--- config.mk ---
export PLATFORM = sky130hd
export DESIGN_NAME = fir_lowpass_comb_pwm_unit
export DESIGN_NICKNAME = d
export VERILOG_FILES = /design/src/rtl/flpc_pkg.sv /design/src/rtl/flpc_ram.sv /design/src/rtl/flpc_ctrl.sv /design/src/rtl/flpc_dp.sv /design/src/rtl/fir_lowpass_comb_pwm_unit.sv
export SDC_FILE = /design/constraint.sdc
export NUM_CORES = 1
export LEC_CHECK = 0
export ABC_AREA = 1
export ABC_CLOCK_PERIOD_IN_PS = 13300
export BUFFER_PORTS_ARGS = -buffer_cell sky130_fd_sc_hd__buf_2
export CORE_UTILIZATION = 61
export CTS_CLUSTER_DIAMETER = 100
export DETAILED_ROUTE_END_ITERATION = 10
export HOLD_SLACK_MARGIN = 0.02
export PLACE_DENSITY = 0.83
export SETUP_SLACK_MARGIN = 0.2
export SYNTH_ARGS = -nofsm -noshare
export SYNTH_HDL_FRONTEND = slang
export SYNTH_SLANG_ARGS = --single-unit
--- constraint.sdc ---
create_clock -name clock -period 13.3 [get_ports clock]
set_clock_uncertainty 0.05 [all_clocks]
set_input_delay 1.33 -clock clock [delete_from_list [all_inputs] [get_ports clock]]
set_output_delay 1.33 -clock clock [all_outputs]
set_load 0.02 [all_outputs]
--- src/rtl/flpc_pkg.sv ---
// Shared constants, types and the coefficient table of the low-pass/comb PWM unit.
package flpc_pkg;

   localparam int TAPS     = 11;
   localparam int TAP_W    = $clog2(TAPS);
   localparam int CNT_W    = $clog2(TAPS + 2);
   localparam int SAMPLE_W = 15;
   localparam int WORD_W   = 16;
   localparam int DUTY_W   = 11;
   localparam int COEF_W   = 14;
   localparam int ACC_W    = 32;
   localparam int PROD_W   = WORD_W + COEF_W;
   localparam int FRAC_W   = 16;
   localparam int HI_W     = ACC_W - 1 - FRAC_W;
   localparam int SCALE_W  = 13;
   localparam int LPP_W    = HI_W + SCALE_W;
   localparam int X_W      = WORD_W + 1;
   localparam int CMBP_W   = X_W + COEF_W;

   localparam logic signed [ACC_W-1:0] LP_OFFSET = 32'sd628924032;
   localparam logic signed [ACC_W-1:0] LP_ROUND  = 32'sh0000_8000;
   localparam logic signed [ACC_W-1:0] LP_BIAS   = LP_OFFSET + LP_ROUND;
   localparam logic [SCALE_W-1:0]      LP_SCALE  = 13'h13AC;
   localparam logic signed [X_W-1:0]   COMB_OFFSET = 17'sd16368;
   localparam logic signed [COEF_W-1:0] COMB_SCALE = 14'sd2953;
   localparam logic [DUTY_W-1:0]       DUTY_MAX  = 11'd1475;

   typedef enum logic [3:0] {
      ST_IDLE  = 4'b0001,
      ST_MAC   = 4'b0010,
      ST_SCALE = 4'b0100,
      ST_EMIT  = 4'b1000
   } state_type;

   // Read data tag, aligned with the RAM output.
   typedef struct packed {
      logic             vld;
      logic [TAP_W-1:0] tap;
      logic             live;
   } rd_type;

   typedef struct packed {
      logic start;
      logic scale;
   } ctl_type;

   function automatic logic signed [COEF_W-1:0] coef(input logic [TAP_W-1:0] tap);
      logic signed [COEF_W-1:0] c;
      case (tap)
         4'd1, 4'd9: c = 14'sd1534;
         4'd2, 4'd8: c = 14'sd3306;
         4'd3, 4'd7: c = 14'sd4961;
         4'd4, 4'd6: c = 14'sd6134;
         4'd5:       c = 14'sd6554;
         default:    c = '0;
      endcase
      return c;
   endfunction

endpackage

--- src/rtl/flpc_ram.sv ---
// Generic single-write, single-read RAM with registered read data.
module flpc_ram #(
   parameter int WIDTH = 16,
   parameter int DEPTH = 16
) (
   input  logic                     clock,
   input  logic                     wr_en,
   input  logic [$clog2(DEPTH)-1:0] wr_addr,
   input  logic [WIDTH-1:0]         wr_data,
   input  logic                     rd_en,
   input  logic [$clog2(DEPTH)-1:0] rd_addr,
   output logic [WIDTH-1:0]         rd_data
);

   logic [WIDTH-1:0] mem_ff [DEPTH];
   logic [WIDTH-1:0] rd_data_ff;

   always_ff @(posedge clock) begin
      if (wr_en) begin
         mem_ff[wr_addr] <= wr_data;
      end
      if (rd_en) begin
         rd_data_ff <= mem_ff[rd_addr];
      end
   end

   assign rd_data = rd_data_ff;

endmodule

--- src/rtl/flpc_ctrl.sv ---
// Sequencer: ring pointer, entry valid bits, tap reads and the item state machine.
module flpc_ctrl (
   input  logic                       clock,
   input  logic                       reset,
   input  logic                       req_valid,
   output logic                       req_stall,
   input  logic                       out_free,
   output logic                       wr_en,
   output logic [flpc_pkg::TAP_W-1:0] wr_addr,
   output logic                       rd_en,
   output logic [flpc_pkg::TAP_W-1:0] rd_addr,
   output flpc_pkg::rd_type           rd,
   output flpc_pkg::ctl_type          ctl,
   output logic                       emit
);

   flpc_pkg::state_type state_ff, state_in;
   logic [flpc_pkg::CNT_W-1:0] cnt_ff, cnt_in;
   logic [flpc_pkg::TAP_W-1:0] wptr_ff, wptr_in;
   logic [flpc_pkg::TAPS-1:0]  vld_ff, vld_in;
   flpc_pkg::rd_type           rd_ff, rd_in;
   logic                       accept;
   logic [flpc_pkg::TAP_W-1:0] tap;
   logic [flpc_pkg::TAP_W-1:0] wptr_next;

   assign req_stall = (state_ff != flpc_pkg::ST_IDLE);
   assign accept    = req_valid && !req_stall;
   assign wptr_next = (wptr_ff == flpc_pkg::TAP_W'(flpc_pkg::TAPS - 1)) ? '0 : wptr_ff + 1'b1;
   assign wr_en     = accept;
   assign wr_addr   = wptr_next;
   assign tap       = cnt_ff[flpc_pkg::TAP_W-1:0];
   assign rd_en     = (state_ff == flpc_pkg::ST_MAC)
                      && (cnt_ff < flpc_pkg::CNT_W'(flpc_pkg::TAPS));
   // Position k of the line sits k entries behind the newest one, modulo the ring size.
   assign rd_addr   = (wptr_ff >= tap) ? wptr_ff - tap
                      : wptr_ff + flpc_pkg::TAP_W'(flpc_pkg::TAPS) - tap;
   assign emit      = (state_ff == flpc_pkg::ST_EMIT) && out_free;
   assign rd        = rd_ff;
   assign ctl.start = accept;
   assign ctl.scale = (state_ff == flpc_pkg::ST_SCALE);

   always_comb begin
      state_in = state_ff;
      cnt_in   = cnt_ff;
      wptr_in  = wptr_ff;
      vld_in   = vld_ff;
      unique case (state_ff)
         flpc_pkg::ST_IDLE: begin
            if (accept) begin
               state_in         = flpc_pkg::ST_MAC;
               cnt_in           = '0;
               wptr_in          = wptr_next;
               vld_in[wptr_next] = 1'b1;
            end
         end
         flpc_pkg::ST_MAC: begin
            cnt_in = cnt_ff + 1'b1;
            // last product lands in the accumulator at this edge
            if (cnt_ff == flpc_pkg::CNT_W'(flpc_pkg::TAPS + 1)) begin
               state_in = flpc_pkg::ST_SCALE;
            end
         end
         flpc_pkg::ST_SCALE: begin
            state_in = flpc_pkg::ST_EMIT;
         end
         flpc_pkg::ST_EMIT: begin
            if (out_free) begin
               state_in = flpc_pkg::ST_IDLE;
            end
         end
         default: begin
            state_in = flpc_pkg::ST_IDLE;
         end
      endcase
   end

   always_comb begin
      rd_in.vld  = rd_en;
      rd_in.tap  = tap;
      rd_in.live = vld_ff[rd_addr];
   end

   always_ff @(posedge clock) begin
      if (reset) begin
         state_ff <= flpc_pkg::ST_IDLE;
         cnt_ff   <= '0;
         wptr_ff  <= flpc_pkg::TAP_W'(flpc_pkg::TAPS - 1);
         vld_ff   <= '0;
         rd_ff    <= '0;
      end else begin
         state_ff <= state_in;
         cnt_ff   <= cnt_in;
         wptr_ff  <= wptr_in;
         vld_ff   <= vld_in;
         rd_ff    <= rd_in;
      end
   end

`ifndef NO_ASSERTIONS
   a_accept_starts_mac: assert property (@(posedge clock) disable iff (reset)
      accept |=> (state_ff == flpc_pkg::ST_MAC) && (cnt_ff == '0))
      else $error("accepted transaction did not start the tap sweep");

   a_mac_to_scale: assert property (@(posedge clock) disable iff (reset)
      (state_ff == flpc_pkg::ST_MAC) && (cnt_ff == flpc_pkg::CNT_W'(flpc_pkg::TAPS + 1))
      |=> (state_ff == flpc_pkg::ST_SCALE))
      else $error("tap sweep did not hand over to scaling");

   a_no_write_during_read: assert property (@(posedge clock) disable iff (reset)
      rd_en |-> !wr_en)
      else $error("delay line written during tap reads");

   a_wptr_in_range: assert property (@(posedge clock) disable iff (reset)
      wptr_ff < flpc_pkg::TAP_W'(flpc_pkg::TAPS))
      else $error("ring pointer out of range");
`endif

endmodule

--- src/rtl/flpc_dp.sv ---
// Datapath: multiply-accumulate over the taps, comb average, output scaling and clamps.
module flpc_dp (
   input  logic                               clock,
   input  logic                               reset,
   input  flpc_pkg::rd_type                   rd,
   input  logic signed [flpc_pkg::WORD_W-1:0] rd_data,
   input  flpc_pkg::ctl_type                  ctl,
   output logic [flpc_pkg::DUTY_W-1:0]        lowpass_duty,
   output logic [flpc_pkg::DUTY_W-1:0]        comb_duty
);

   logic signed [flpc_pkg::WORD_W-1:0] tap_val;
   logic signed [flpc_pkg::COEF_W-1:0] coef_val;
   logic signed [flpc_pkg::PROD_W-1:0] prod_ff, prod_in;
   logic                               prod_vld_ff;
   logic signed [flpc_pkg::ACC_W-1:0]  acc_ff, acc_in;
   logic signed [flpc_pkg::WORD_W-1:0] newest_ff;
   logic signed [flpc_pkg::X_W-1:0]    pair_sum;
   logic signed [flpc_pkg::X_W-1:0]    comb_x_ff, comb_x_in;
   logic                               lp_neg_ff;
   logic [flpc_pkg::LPP_W-1:0]         lp_prod_ff;
   logic signed [flpc_pkg::CMBP_W-1:0] comb_prod_ff;
   logic [flpc_pkg::LPP_W-flpc_pkg::FRAC_W-1:0]         lp_q;
   logic signed [flpc_pkg::CMBP_W-flpc_pkg::FRAC_W-1:0] comb_q;

   // Entries never written since reset read as zero.
   assign tap_val  = rd.live ? rd_data : '0;
   assign coef_val = flpc_pkg::coef(rd.tap);
   assign prod_in  = flpc_pkg::PROD_W'(tap_val) * flpc_pkg::PROD_W'(coef_val);
   assign acc_in   = ctl.start ? flpc_pkg::LP_BIAS
                     : prod_vld_ff ? acc_ff + flpc_pkg::ACC_W'(prod_ff) : acc_ff;
   assign pair_sum  = flpc_pkg::X_W'(newest_ff) + flpc_pkg::X_W'(tap_val);
   assign comb_x_in = (pair_sum >>> 1) + flpc_pkg::COMB_OFFSET;

   always_ff @(posedge clock) begin
      if (reset) begin
         prod_vld_ff <= 1'b0;
      end else begin
         prod_vld_ff <= rd.vld;
      end
   end

   always_ff @(posedge clock) begin
      prod_ff <= prod_in;
      acc_ff  <= acc_in;
      if (rd.vld && (rd.tap == '0)) begin
         newest_ff <= tap_val;
      end
      if (rd.vld && (rd.tap == flpc_pkg::TAP_W'(flpc_pkg::TAPS - 1))) begin
         comb_x_ff <= comb_x_in;
      end
      if (ctl.scale) begin
         lp_neg_ff    <= acc_ff[flpc_pkg::ACC_W-1];
         lp_prod_ff   <= flpc_pkg::LPP_W'(acc_ff[flpc_pkg::ACC_W-2:flpc_pkg::FRAC_W])
                         * flpc_pkg::LPP_W'(flpc_pkg::LP_SCALE);
         comb_prod_ff <= flpc_pkg::CMBP_W'(comb_x_ff) * flpc_pkg::CMBP_W'(flpc_pkg::COMB_SCALE);
      end
   end

   assign lp_q   = lp_prod_ff[flpc_pkg::LPP_W-1:flpc_pkg::FRAC_W];
   assign comb_q = comb_prod_ff[flpc_pkg::CMBP_W-1:flpc_pkg::FRAC_W];

   // Saturate both paths to the PWM compare range.
   always_comb begin
      if (lp_neg_ff) begin
         lowpass_duty = '0;
      end else if (lp_q > flpc_pkg::DUTY_MAX) begin
         lowpass_duty = flpc_pkg::DUTY_MAX;
      end else begin
         lowpass_duty = lp_q[flpc_pkg::DUTY_W-1:0];
      end
      if (comb_q < 0) begin
         comb_duty = '0;
      end else if (comb_q > $signed({1'b0, flpc_pkg::DUTY_MAX})) begin
         comb_duty = flpc_pkg::DUTY_MAX;
      end else begin
         comb_duty = comb_q[flpc_pkg::DUTY_W-1:0];
      end
   end

endmodule

--- src/rtl/fir_lowpass_comb_pwm_unit.sv ---
// Top level of the 11-tap low-pass and comb filter unit with PWM compare outputs.
//
// Usage:
//   req_valid/req_stall carry one signed 15-bit sample per transaction.
//   rsp_valid/rsp_stall carry one result: rsp_lowpass_duty and rsp_comb_duty,
//   both PWM compare values clamped to 0..1475.
//   The 11 most recent samples live in an 11-entry ring RAM; one shared
//   multiplier walks the taps, one tap per cycle.
// Sequence: after a sample is accepted, the unit makes the 11 tap reads,
//   drains the two-stage multiply-accumulate, scales the result, and loads
//   it into the output register once that register is free.
// Flow: one sample at a time, set by the single RAM read port and the
//   shared multiply-accumulate. req_stall is high while an item is
//   being processed.
// Reset: synchronous, active high; the delay line reads as all zeros
//   (per-entry valid bits), and no result is pending.
// Stall: a result held by rsp_stall stays stable in the output register; the
//   next sample is still accepted and processed, and waits for the register.
module fir_lowpass_comb_pwm_unit (
   input  logic                                 clock,
   input  logic                                 reset,
   input  logic                                 req_valid,
   output logic                                 req_stall,
   input  logic signed [flpc_pkg::SAMPLE_W-1:0] req_sample,
   output logic                                 rsp_valid,
   input  logic                                 rsp_stall,
   output logic [flpc_pkg::DUTY_W-1:0]          rsp_lowpass_duty,
   output logic [flpc_pkg::DUTY_W-1:0]          rsp_comb_duty
);

   logic                       wr_en;
   logic [flpc_pkg::TAP_W-1:0] wr_addr;
   logic                       rd_en;
   logic [flpc_pkg::TAP_W-1:0] rd_addr;
   logic [flpc_pkg::WORD_W-1:0] rd_data;
   flpc_pkg::rd_type           rd;
   flpc_pkg::ctl_type          ctl;
   logic                       emit;
   logic                       out_free;
   logic [flpc_pkg::DUTY_W-1:0] lowpass_duty;
   logic [flpc_pkg::DUTY_W-1:0] comb_duty;
   logic                       rsp_valid_ff, rsp_valid_in;
   logic [flpc_pkg::DUTY_W-1:0] lowpass_ff;
   logic [flpc_pkg::DUTY_W-1:0] comb_ff;

   assign out_free = !rsp_valid_ff || !rsp_stall;

   flpc_ctrl u_ctrl (
      .clock     (clock),
      .reset     (reset),
      .req_valid (req_valid),
      .req_stall (req_stall),
      .out_free  (out_free),
      .wr_en     (wr_en),
      .wr_addr   (wr_addr),
      .rd_en     (rd_en),
      .rd_addr   (rd_addr),
      .rd        (rd),
      .ctl       (ctl),
      .emit      (emit)
   );

   flpc_ram #(
      .WIDTH (flpc_pkg::WORD_W),
      .DEPTH (flpc_pkg::TAPS)
   ) u_line (
      .clock   (clock),
      .wr_en   (wr_en),
      .wr_addr (wr_addr),
      .wr_data (flpc_pkg::WORD_W'(req_sample)),
      .rd_en   (rd_en),
      .rd_addr (rd_addr),
      .rd_data (rd_data)
   );

   flpc_dp u_dp (
      .clock        (clock),
      .reset        (reset),
      .rd           (rd),
      .rd_data      (rd_data),
      .ctl          (ctl),
      .lowpass_duty (lowpass_duty),
      .comb_duty    (comb_duty)
   );

   // Hold the result until the receiver takes it; drop valid once taken.
   assign rsp_valid_in = emit ? 1'b1 : (rsp_stall ? rsp_valid_ff : 1'b0);

   always_ff @(posedge clock) begin
      if (reset) begin
         rsp_valid_ff <= 1'b0;
      end else begin
         rsp_valid_ff <= rsp_valid_in;
      end
   end

   always_ff @(posedge clock) begin
      if (emit) begin
         lowpass_ff <= lowpass_duty;
         comb_ff    <= comb_duty;
      end
   end

   assign rsp_valid        = rsp_valid_ff;
   assign rsp_lowpass_duty = lowpass_ff;
   assign rsp_comb_duty    = comb_ff;

endmodule
Word-level counts from Yosys, hierarchy flattened
Memory sizes are Yosys's and may differ from the RTL's. A register that Yosys moved wholly into a read port is not among the register bits.
Index checks and enable logic that the tools add are counted.

storage, ports and cells
  word-level logic and storage cells = 91
  RAM bits = 176
  output and inout port bits = 24
  memories kept = 2
  register bits after elaboration = 205
  memory bits (read-only) = 208

memories
  memory           depth  bits a word  rd ports  clocked after memory_dff  wr ports  line            text
  (no name shown)  16     13           1         1                         0         flpc_pkg.sv:49  case (tap)
  u_line.mem_ff    11     16           1         1                         1         flpc_ram.sv:15  logic [WIDTH-1:0] mem_ff [DEPTH];

cells by class
  multiply operators = 3
  bitwise gates (word level) = 1
  muxes and demuxes = 20
  eq/ne operators = 12
  reduce and logical (&&, ||, !) cells = 17
  magnitude comparators = 8
  $add $sub $neg = 8

operators by type and width
  cell                      count
  $add A32 B30 Y32          1
  $mul A16 B14 Y30          1
  $mul A17 B13 Y30 const B  1
  $mux W4                   7
  $mul A15 B11 Y26 const B  1
  $mux W11                  2
  $add A16 B15 Y17 const B  1
  $add A16 B16 Y17          1
  $eq A4 B4 Y1 const B      4
  $mux W16                  1
  $pmux W4 S4               1
  $gt A14 B12 Y1 const B    1
  $lt A14 B1 Y1 const B     1
  $gt A12 B11 Y1 const B    1
  $or A11 B11 Y11           1
  $lt A4 B5 Y1 const B      2
  $add A4 B1 Y4 const B     2
  $pmux W4 S2               1
  $sub A4 B4 Y4             2
  $logic_and A1 B1 Y1       6
  $mux W1                   6
  $ne A2 B1 Y1 const B      3
  $add A4 B4 Y4 const B     1
  $bmux W1 S4               1
  16 further kinds          20

Logic depth before layout (Yosys ltp)
  depth in word-level cells = 7
  depth in mapped cells = 28
  gate-level depth less buffers = 26

By module
From an unflattened synthesis, not the netlist that was laid out.

unflattened totals
  cell total of the unflattened synthesis = 3583
  area, all modules = 31884.3 µm²

modules (own cells, without submodules)
  module                     times used  area an instance (µm²)  cells each
  flpc_dp                    1           21541.9                 2636
  flpc_ram                   1           7940.1                  683
  flpc_ctrl                  1           1702.9                  238
  fir_lowpass_comb_pwm_unit  1           699.4                   26

Least setup slack after synthesis
Ideal clock, no wire load.

  path kind = register to register
  from = reg u_ctrl.rd_ff, in the netlist u_ctrl.rd[0]
  to = reg u_dp.prod_ff[29] in the netlist's numbering
  required time = 13.178 ns
  stages on the path, launching flop included = 21
  slack = 7.654 ns
  data arrival time = 5.524 ns
  library setup time = 0.072 ns
  buffers on the path = 1
  clock period less this slack = 5.646 ns
  path through = dfxtp_1 -> buf_2 -> nand2_1 -> nor2_1 -> inv_1 -> fa_1 -> fa_1 -> inv_1 -> fa_1 -> inv_1 -> fa_1 -> inv_1 -> fa_1 -> inv_1 -> fa_1 -> inv_1 -> ha_1 -> a21oi_1 -> o211ai_1 -> a31oi_1 -> xor2_1

on the way
  word-level cells in the longest chain between the ends = 2

RTL lines
  item                              line             text
  start, declared                   flpc_ctrl.sv:21  flpc_pkg::rd_type rd_ff, rd_in;
  start signal, assigned            flpc_ctrl.sv:95  rd_ff <= rd_in;
  $mux W16                          flpc_dp.sv:27    assign tap_val = rd.live ? rd_data : '0;
  $mul A16 B14 Y30                  flpc_dp.sv:29    assign prod_in = flpc_pkg::PROD_W'(tap_val) * flpc_pkg::PROD_W'(coef_val);
  named net u_dp.prod_in (one bit)  flpc_dp.sv:14    logic signed [flpc_pkg::PROD_W-1:0] prod_ff, prod_in;
  end signal, assigned              flpc_dp.sv:44    prod_ff <= prod_in;
  end, declared                     flpc_dp.sv:14

The timed path passes the listed nets, and every way through them passes these cells.
A chain may end at the register's enable or synchronous reset.

Worst setup path in the final report
Ends and elaborated chain as after synthesis.

==> results.cfg <==
[setup_path]
worstPathCellList = nand2_1, nor2_1, inv_1, fa_1, fa_1, inv_1, fa_1, inv_1, fa_1, inv_1, fa_1, inv_1, fa_1, inv_1, ha_1, a21oi_1, o211ai_1, a31oi_1, xor2_1
cp.required_ns = 13.78
cp-end-kind = flip-flop
worstSetupPathType = reg2reg
crit_path_max_incr_delay_ns = 0.68
crit_fanout = 16
slowest_stage = dfxtp_1
r2r-end = u_dp.prod_ff[29]
r2r_cells = 19
r2r_setup_slack_ns = 6.79
startpoint_type = flip-flop
worstReg2RegStart = u_ctrl.rd[0]
crit_arrival_ns = 6.99
crit_start = u_ctrl.rd[0]

[synthesis]
ys_types = 52
synth_area_leaders = edfxtp_1 26%, fa_1 20%, ha_1 12%
synth_top_area_cell = edfxtp_1
async_reset_ff_share_pct = 0
synth_most_common_cell = inv_1
synth_top_area_share_pct = 25.6
yosys_register_bits = 365
synth_top_cells_by_count = 698 x inv_1, 533 x nand2_1, 332 x nor2_1
avgSynthCellArea_um2 = 9.06
synth_cells = 3376
synth-edff-count = 261
synthesis.area_um2 = 30600
synth-seq-area-share_pct = 32.4
synth_nets = 4001
synth_flop_cell = edfxtp_1
synth_warnings = 0

[place]
placed_cells = 4046
hpwl_um = 52100
portBuffers = 42
place.gp.congestion = 0.966
dpl_worst_slack_ns = 6.83

[clock_network]
clock-root-buffer = clkbuf_16
ctsHoldBuffers = 0
cts.repair.resized = 0
insertion_delay_ns = 0.60
path_clk_slew_ns = 0.07
cts_tree = yes
clockBufferDepth = 3
post_cts_buffers = 0
clock-sinks = 365
htree_num_levels = 2
cts_inserted_buffers = 40

[sta]
slew_viol_final = 0
finalSetupViolations = 0
finalHoldViolCount = 0
final.setup.worst_slack_ns = 6.79
final.period_utilization_pct = 48.9
min_period_ns = 6.51
rsz0062_at_grt = no
timing.fmax_mhz = 154
tightest_slew_ns = 1.02
finalSetupTns_ns = 0
relSlewSlack_pct = 32.0

[global_routing]
grt_start_max_net_pins = 86
grt_pass1_wl_um = 113000
antenna_found_initial = 1
grt_pass1_vias = 23000
groute.usage.overall_pct = 27.9
overflow = 0

[power_and_ir_drop]
p_sw_mw = 1.35
p_comb_share_pct = 34.0
p_per_area_nw_per_um2 = 116
ir_drop_v = 0.000168
p_clk_share_pct = 31.3
p_leak_nw = 16.0
intPower_mw = 2.46
sw_frac_of_total_pct = 35.5
seqPwrFrac_pct = 34.7

[min_path]
hold_start = u_ctrl.rd[5]
min_to = u_dp.prod_vld_ff
hold_path.class = reg2reg
min_path_cells = 2

[layout]
multi_input_area_um2 = 17800
finalNonFillerCells = 4120
nets = 4049
seq_area_um2 = 9920
drive_gt1_share_pct = 4.52
area_growth_pct = 7.74
fillers = 3759

[detailed_routing]
avgRoutedWirePerCell_um = 16.5
drc = 0
drt_iter0_markers = 1672
vias_per_cell = 5.49
ant_nets = 0
dr.pass1.iters = 5
wl_um = 68100
num_vias = 22600

[floorplan]
die_x_um = 226
num_io_pins = 43
placeableCoreArea_um2 = 49300
die_area_um2 = 51100
initial_utilization_pct = 62.1
die_y_um = 226
row_count = 81

[job]
cap_violations = 0

[status]
status = finished, final reports clean
[cell families (layout without fill, tap and decap cells)]
| family | after synthesis | in the layout | synth area share, % |
|---|---|---|---|
| simple gates | 1091 | 1091 | 14.6 |
| xor+xnor | 86 | 86 | 2.46 |
| flops | 365 | 365 | 32.4 |
| mux | 1 | 1 | 0.0368 |
| buf+inv | 759 | 838 | 9.53 |
| fa+ha+maj | 606 | 606 | 32.4 |
| other cells | 0 | 1 | 0 |
| compound gates | 468 | 468 | 8.58 |
[state kept, by name (all words and copies together) (netlist names)]
signal             cells
rsp_comb_duty         11
u_dp.comb_x_ff        17
u_line.rd_data        15
rsp_lowpass_duty      11
u_line.mem_ff        165
u_ctrl.vld_ff         11
u_dp.prod_ff          30
u_ctrl.state_ff        4
u_dp.prod_vld_ff       1
u_dp.lp_prod_ff       12
rsp_valid              1
u_dp.lp_neg_ff         1
u_dp.newest_ff        15
u_dp.comb_prod_ff     14
u_ctrl.cnt_ff          4
u_dp.coef_val         11
u_ctrl.wptr_ff         4
u_ctrl.rd              6
u_dp.acc_ff           32
[metal layers]
metal  GRT usage (%)  wire (um)
met2            48.6      33500
met4            11.8       2630
met5               0          0
met1            34.8      28200
met3            3.94       3780
[power groups by stage]
stage	registers (mW)	clock network [mW]	logic, mW
4_1_cts	1.32	1.21	1.29
3_3_place_gp	1.35	0	1.25
6_report	1.32	1.19	1.30
5_1_grt	1.33	1.25	1.47
3_5_place_dp	1.35	0	1.28
2_1_floorplan	1.33	0	0.999
[cell type report]
cell class                 instances  area share [%]
clock inverter                    19           0.831
inverter                         702            7.99
tap                              664            2.52
sequential                       365            30.1
timing repair buffer              63            1.12
multi-input combinational       2252            53.9
antenna                            1         0.00759
clock buffer                      54            3.51
[worst max-delay path: cells and delay by family, from the launching register on]
family	cells	cell delay [ns]
AND/OR/NAND/NOR	2	0.66
XOR/XNOR	1	0.15
adder cells (fa/ha/maj)	7	3.72
AO/OA/AOI/OAI	3	0.61
buffers and inverters	6	0.58
flip-flops	1	0.68
[placed cells by master, fill, tap and decap left out, drive strengths merged, types with 9 or more instances in the layout]
master,netlist,layout
o21ai,211,211
xnor2,30,30
nor4,9,9
nor2,334,334
ha,297,297
o21a,9,9
fa,309,309
nand4,20,20
inv,701,707
a21oi,153,153
nand3,151,151
nand2,534,534
edfxtp,261,261
clkinv,1,9
clkbuf,28,54
a21o,16,16
o211ai,37,37
nor3,24,24
dfxtp,104,104
a31oi,9,9
or2,13,13
xor2,56,56
o21bai,17,17
buf,29,63
[stage by stage]
step	power (mW)	util [%]	hold slack, ns	instance area, um^2
2_1_floorplan	2.33	-	0.353	30600
3_3_place_gp	2.60	64.0	0.363	31500
3_5_place_dp	2.63	64.0	0.367	31500
4_1_cts	3.82	66.9	0.374	33000
5_1_grt	4.04	66.9	0.401	33000
6_report	3.81	66.9	0.370	33000
[how the worst max path moves through the flow]
stage | endpoint | depth (start not counted) | slack (ns)
2_1_floorplan | u_dp.prod_ff[29] | 20 | 7.65
3_3_place_gp | u_dp.prod_ff[29] | 19 | 7.01
3_5_place_dp | u_dp.prod_ff[29] | 19 | 6.83
4_1_cts | u_dp.prod_ff[29] | 19 | 6.81
5_1_grt | u_dp.prod_ff[27] | 22 | 6.35
6_report | u_dp.prod_ff[29] | 19 | 6.79
(Power assumes the default switching activity.)
